==> src/design/gdad_pkg.sv <==
`timescale 1ns / 1ps
// ----------------------------------------------------------------------------
// gdad_pkg
// Shared constants and the month length table for the date adder.
// ----------------------------------------------------------------------------
package gdad_pkg;

	localparam int unsigned DayW   = 5;
	localparam int unsigned MonthW = 4;
	localparam int unsigned YearW  = 14;
	localparam int unsigned AddW   = 15;
	localparam int unsigned RunW   = 16;

	localparam logic [YearW-1:0]  YearLimit = 14'd9999;
	localparam logic [MonthW-1:0] MonthJan  = 4'd1;
	localparam logic [MonthW-1:0] MonthFeb  = 4'd2;
	localparam logic [MonthW-1:0] MonthDec  = 4'd12;

	localparam logic [DayW-1:0] LastDayDec = 5'd31;
	localparam logic [DayW-1:0] FebLeapLen = 5'd29;
	localparam logic [DayW-1:0] FebLen     = 5'd28;

	// Days in each month of a common year, January first.
	function automatic logic [DayW-1:0] month_len(input logic [MonthW-1:0] month);
		logic [DayW-1:0] len;
		case (month)
			4'd1:    len = 5'd31;
			4'd2:    len = 5'd28;
			4'd3:    len = 5'd31;
			4'd4:    len = 5'd30;
			4'd5:    len = 5'd31;
			4'd6:    len = 5'd30;
			4'd7:    len = 5'd31;
			4'd8:    len = 5'd31;
			4'd9:    len = 5'd30;
			4'd10:   len = 5'd31;
			4'd11:   len = 5'd30;
			4'd12:   len = 5'd31;
			default: len = 5'd31;
		endcase
		return len;
	endfunction

endpackage

==> src/design/gdad_month_len.sv <==
`timescale 1ns / 1ps
// ----------------------------------------------------------------------------
// gdad_month_len
// Length of the current month, with the leap year rule applied to February.
// ----------------------------------------------------------------------------
module gdad_month_len (
	input  logic [gdad_pkg::MonthW-1:0] month,
	input  logic [1:0]                  year_lsb,
	input  logic [8:0]                  year_mod400,
	input  logic [8:0]                  year_mod100,
	output logic [gdad_pkg::DayW-1:0]   len
);

	logic leap;

	// Divisible by 400, or by 4 but not by 100.
	assign leap = (year_mod400 == 9'd0) || ((year_lsb == 2'd0) && (year_mod100 != 9'd0));

	always_comb begin
		if (month == gdad_pkg::MonthFeb) begin
			len = leap ? gdad_pkg::FebLeapLen : gdad_pkg::FebLen;
		end else begin
			len = gdad_pkg::month_len(month);
		end
	end

endmodule

==> src/design/gregorian_date_add_days_core.sv <==
`timescale 1ns / 1ps
// ----------------------------------------------------------------------------
// gregorian_date_add_days_core
// Adds a day count to a Gregorian date by walking one month per cycle.
// ----------------------------------------------------------------------------
// An item is taken when start is high and busy is low. The result appears on
// the end_* ports with done high for exactly one cycle and must be captured
// then, since the block cannot be stalled. A bad month, or a start year above
// 9999, has done high in the cycle right after the item is taken. Otherwise
// the block first reduces the year modulo 400 and 100 by repeated subtraction,
// then walks one month per cycle through a single shared subtractor until the
// remaining day count fits in the current month. busy stays high until the
// result is shown.
module gregorian_date_add_days_core (
	input  logic                         clk,
	input  logic                         arst_n,
	input  logic                         start,
	output logic                         busy,
	input  logic [gdad_pkg::DayW-1:0]    start_day,
	input  logic [gdad_pkg::MonthW-1:0]  start_month,
	input  logic [gdad_pkg::YearW-1:0]   start_year,
	input  logic [gdad_pkg::AddW-1:0]    days_to_add,
	output logic                         done,
	output logic [gdad_pkg::DayW-1:0]    end_day,
	output logic [gdad_pkg::MonthW-1:0]  end_month,
	output logic [gdad_pkg::YearW-1:0]   end_year,
	output logic                         year_overflow,
	output logic                         bad_month
);

	typedef enum logic [1:0] {
		ST_IDLE,
		ST_MOD400,
		ST_MOD100,
		ST_WALK
	} state_t;

	state_t                       state_q;
	logic [gdad_pkg::RunW-1:0]    run_q;
	logic [gdad_pkg::MonthW-1:0]  month_q;
	logic [gdad_pkg::YearW-1:0]   year_q;
	logic [gdad_pkg::YearW-1:0]   r400_q;
	logic [8:0]                   r100_q;

	logic [gdad_pkg::DayW-1:0]    len;
	logic [gdad_pkg::RunW-1:0]    sub_a;
	logic [gdad_pkg::RunW-1:0]    sub_b;
	logic [gdad_pkg::RunW:0]      diff;
	logic                         borrow;
	logic                         month_bad;

	gdad_month_len u_month_len (
		.month       (month_q),
		.year_lsb    (year_q[1:0]),
		.year_mod400 (r400_q[8:0]),
		.year_mod100 (r100_q),
		.len         (len)
	);

	// The one subtractor is shared by the modulo reduction and the month walk.
	always_comb begin
		case (state_q)
			ST_MOD400: begin
				sub_a = {{(gdad_pkg::RunW - gdad_pkg::YearW){1'b0}}, r400_q};
				sub_b = 16'd400;
			end
			ST_MOD100: begin
				sub_a = {7'd0, r100_q};
				sub_b = 16'd100;
			end
			default: begin
				sub_a = run_q;
				sub_b = {{(gdad_pkg::RunW - gdad_pkg::DayW){1'b0}}, len};
			end
		endcase
	end

	assign diff      = {1'b0, sub_a} - {1'b0, sub_b};
	assign borrow    = diff[gdad_pkg::RunW];
	assign month_bad = (start_month < gdad_pkg::MonthJan) || (start_month > gdad_pkg::MonthDec);
	assign busy      = (state_q != ST_IDLE);

	always_ff @(posedge clk or negedge arst_n) begin
		if (!arst_n) begin
			state_q       <= ST_IDLE;
			done          <= 1'b0;
			run_q         <= '0;
			month_q       <= '0;
			year_q        <= '0;
			r400_q        <= '0;
			r100_q        <= '0;
			end_day       <= '0;
			end_month     <= '0;
			end_year      <= '0;
			year_overflow <= 1'b0;
			bad_month     <= 1'b0;
		end else begin
			done <= 1'b0;
			case (state_q)
				ST_IDLE: begin
					if (start) begin
						run_q   <= {{(gdad_pkg::RunW - gdad_pkg::DayW){1'b0}}, start_day}
						         + {{(gdad_pkg::RunW - gdad_pkg::AddW){1'b0}}, days_to_add};
						month_q <= start_month;
						year_q  <= start_year;
						r400_q  <= start_year;
						if (month_bad) begin
							end_day       <= '0;
							end_month     <= '0;
							end_year      <= start_year;
							year_overflow <= 1'b0;
							bad_month     <= 1'b1;
							done          <= 1'b1;
						end else if (start_year > gdad_pkg::YearLimit) begin
							end_day       <= gdad_pkg::LastDayDec;
							end_month     <= gdad_pkg::MonthDec;
							end_year      <= gdad_pkg::YearLimit;
							year_overflow <= 1'b1;
							bad_month     <= 1'b0;
							done          <= 1'b1;
						end else begin
							state_q <= ST_MOD400;
						end
					end
				end
				ST_MOD400: begin
					// Subtracting 400 until it would go negative leaves the year modulo 400.
					if (!borrow) begin
						r400_q <= diff[gdad_pkg::YearW-1:0];
					end else begin
						r100_q  <= r400_q[8:0];
						state_q <= ST_MOD100;
					end
				end
				ST_MOD100: begin
					if (!borrow) begin
						r100_q <= diff[8:0];
					end else begin
						state_q <= ST_WALK;
					end
				end
				ST_WALK: begin
					if (borrow || (diff == '0)) begin
						end_day       <= run_q[gdad_pkg::DayW-1:0];
						end_month     <= month_q;
						end_year      <= year_q;
						year_overflow <= 1'b0;
						bad_month     <= 1'b0;
						done          <= 1'b1;
						state_q       <= ST_IDLE;
					end else begin
						run_q <= diff[gdad_pkg::RunW-1:0];
						if (month_q >= gdad_pkg::MonthDec) begin
							month_q <= gdad_pkg::MonthJan;
							if (year_q >= gdad_pkg::YearLimit) begin
								end_day       <= gdad_pkg::LastDayDec;
								end_month     <= gdad_pkg::MonthDec;
								end_year      <= gdad_pkg::YearLimit;
								year_overflow <= 1'b1;
								bad_month     <= 1'b0;
								done          <= 1'b1;
								state_q       <= ST_IDLE;
							end else begin
								year_q <= year_q + 14'd1;
								r400_q <= (r400_q == 14'd399) ? 14'd0 : r400_q + 14'd1;
								r100_q <= (r100_q == 9'd99) ? 9'd0 : r100_q + 9'd1;
							end
						end else begin
							month_q <= month_q + 4'd1;
						end
					end
				end
				default: begin
					state_q <= ST_IDLE;
				end
			endcase
		end
	end

endmodule
==> config.mk <==
export PLATFORM = sky130hd
export DESIGN_NAME = gregorian_date_add_days_core
export DESIGN_NICKNAME = d
export VERILOG_FILES = /design/src/design/gdad_pkg.sv /design/src/design/gdad_month_len.sv /design/src/design/gregorian_date_add_days_core.sv
export SDC_FILE = /design/constraint.sdc
export NUM_CORES = 1
export LEC_CHECK = 0
export BUFFER_PORTS_ARGS = -buffer_cell sky130_fd_sc_hd__buf_2
export CAP_MARGIN = 0
export CORE_MARGIN = 2
export CORE_UTILIZATION = 60
export DETAILED_ROUTE_END_ITERATION = 8
export PLACE_DENSITY = 0.78
export SLEW_MARGIN = 0
export SYNTH_ARGS = -nofsm -noshare
export SYNTH_HDL_FRONTEND = slang
export SYNTH_SLANG_ARGS = --single-unit
==> constraint.sdc <==
create_clock -name clk -period 5.8 [get_ports clk]
set_clock_uncertainty 0.05 [all_clocks]
set_input_delay 0.29 -clock clk [delete_from_list [all_inputs] [get_ports clk]]
set_output_delay 0.29 -clock clk [all_outputs]
set_load 0.005 [all_outputs]
==> flow_summary.ini <==
[worst_setup_path]
timing.rr.start = state_q[0]
cp.arrival_ns = 5.50
worstPathMaxFanout = 22
timing.critical_path.from_type = flip-flop
crit_required_ns = 6.02
worst_setup_path_startpoint = state_q[0]
setup.worst_path.class = flip-flop to flip-flop
cp-end-kind = flip-flop

[clocking]
clock_insertion_delay_worst_skew_ns = 0.38
cts.sink_count = 85
cts_buffers = 9
clock_tree_root = clkbuf_8
post-cts-setup-buffers = 0
cts-root-to-sink-buffers = 2
tritoncts = yes
cts_repair_resize_count = 0
holdBufCountCts = 0
cts-htree-levels = 3
cts.reportedPaths.clkPinSlew_ns = 0.09

[run_status]
run_status = finished clean

[yosys]
postSynthCellCount = 800
postSynth.asyncResetShare_pct = 100
synth.yosys.warnings = 0
yosys.area.top_type = dfrtp_1
synthDominantCellAreaShare_pct = 33.0
mappedNetlistNets = 872
synthesis.area_per_instance_um2 = 8.05
synth.ff_latch_count = 85
synth-main-ff-cell = dfrtp_1
synth_area_leaders = dfrtp_1, ha_1, nand2_1
synth_edf_count = 0
mappedNetlistArea_um2 = 6440
yosysUniqueCellTypes = 72
ys_seq_area_share_pct = 33.0

[layout]
area_overhead_vs_synth_pct = 8.22
final_nets = 908
post_route_cells_drive_above_1_share_pct = 13.5
antennaDiodeCount = 0
postLayoutCoreUtil_pct = 67.2
mostFrequentLayoutCells = nand2_1, dfrtp_1, nor2_1
final_common_cell = nand2_1

[sta]
timing_worst_slew_pin_value_ns = 1.10
fin_setup_tns_ns = 0
slew_headroom_pct = 26.5
timing.final.max_slew_violations = 0
fin_crit_sh_pct = 91.1
hold_violations = 0
max_freq_ghz = 0.189
post-route-min-period_ns = 5.28
setup_viol_count_final = 0
final_critical_path_setup_slack_ns = 0.519
rsz0062_at_grt = no

[detailed_routing]
detailedRoute.firstPassIterationCount = 5
drcViolationCount = 0
first_iter_violations = 827
wl_per_cell_um = 21.0
drt.antenna.violating_nets = 0
num_vias = 6628
route.met2.wl_mm = 8.91
avgViaCountPerCell = 6.79
detailroute.wirelength.met3_mm = 2.14
wl_on_met1_mm = 8.53
wirelength_mm = 20.5
highest_layer = met4

[place]
dp_worst_setup_slack_ns = 0.710
detailedPlacementHpwl_mm = 15.2
buffer_ports.inserted = 67
routabilityCongestion = 0.987

[min_path]
worst_hold_path_type = input pin to async pin

[die]
die_height_um = 108
initial_core_util_pct = 62.1
core_area_um2 = 10400
design.die.area_um2 = 11600
ioPinCount = 68
die-width_um = 108
rows = 37

[global_routing]
wire_length_of_the_first_global_routing_pass_mm = 32.6
maximum_number_of_pins_on_one_net_before_global_route_repair = 86
number_of_global_route_vias_before_repair = 6000
grt_usage_pct = 36.7
overflow = 0
number_of_antenna_violations_at_the_first_check_in_global_routing = 0

[job]
drv_cap = 0
-- worst max-delay path, stage by stage (launching register included) --
cell and delay, ns:
dfrtp_1 0.43, inv_1 0.19, ha_1 0.71, a22oi_1 0.18, nor2_1 0.13, a21oi_1 0.05
ha_1 0.23, inv_1 0.08, fa_1 0.52, nor4_1 0.33, o211ai_1 0.18, a2111oi_2 0.39
and4_4 0.31, a31oi_4 0.25, a31o_1 0.50, buf_4 0.27, o41ai_1 0.35
-- synthesized netlist by cell type, types with 4 or more instances --
master and n:
nand2_1 91, dfrtp_1 85, nor2_1 72, a21oi_1 59
o21ai_0 48, o22ai_1 35, clkbuf_1 34, inv_1 34
ha_1 29, nand3_1 28, and3_1 24, a22oi_1 20
nor3_1 19, xnor2_1 18, o21ai_1 17, buf_2 11
a31oi_1 10, nor2b_1 9, a22o_1 8, a221o_1 7
a221oi_1 7, mux2i_1 7, nor3b_1 7, o2111ai_1 7
a222oi_1 6, nor4_1 6, xor2_1 6, and2_1 5
nand4_1 5, o211ai_1 5, o31ai_2 5, a211oi_1 4
a21o_1 4, nand2b_1 4, nand3b_1 4, o311ai_0 4
o41ai_1 4
-- cells by family after synthesis --
kind of cell | Yosys count | synth area share [%]
xor+xnor | 24 | 3.26
compound gates | 275 | 28.7
mux | 8 | 1.26
simple gates | 290 | 21.7
flops | 85 | 33.0
fa+ha+maj | 31 | 6.25
buf+inv | 87 | 5.75
-- layout make-up --
type | instances | area [µm²]
Tap cell | 136 | 170
Clock inverter | 5 | 45.0
Timing Repair Buffer | 77 | 413
Clock buffer | 10 | 138
Inverter | 35 | 131
Sequential cell | 85 | 2130
Multi-Input combinational cell | 628 | 3950
Fill cell | 866 | 3400
-- metal layers --
| layer | vias up | GRT usage (%) |
|---|---|---|
| li1 | 3045 | - |
| met1 | 3089 | 51.8 |
| met2 | 434 | 53.8 |
| met3 | 60 | 6.66 |
| met4 | 0 | 18.5 |
| met5 | - | 0 |
-- sequential cells by signal, summed over array words and instances, names as in the netlist --
name           count
bad_month          1
done               1
end_day            5
end_month          4
end_year          14
month_q            4
r100_q             9
r400_q            14
run_q             16
state_q            2
year_overflow      1
year_q            14
-- path summary, 6_finish.rpt --
| path | end | slack [ns] | cells past startpoint |
|---|---|---|---|
| max in group asynchronous | r400_q[4] | 4.94 | 1 |
| min in group clk | month_q[2] | 0.13 | 2 |
| setup / recovery | end_year[4] | 0.52 | 16 |
| hold reg to reg | end_year[5] | 0.43 | 2 |
| setup reg to reg | end_year[4] | 0.52 | 16 |
| hold / removal | end_year[9] | 0.06 | 1 |
-- per-stage QoR --
stage / instances / cell area [µm²] / hold WS (ns)
after detailed placement: 961 / 6790 / 0.405
final: 976 / 6970 / 0.0573
after global placement: 961 / 6790 / 0.402
after global routing: 976 / 6970 / 0.150
after CTS: 976 / 6970 / 0.100
after floorplan: 800 / 6440 / -0.0556
Power is not shown: default switching activity piles up to over one toggle a cycle in this logic, so the estimate is an artifact.
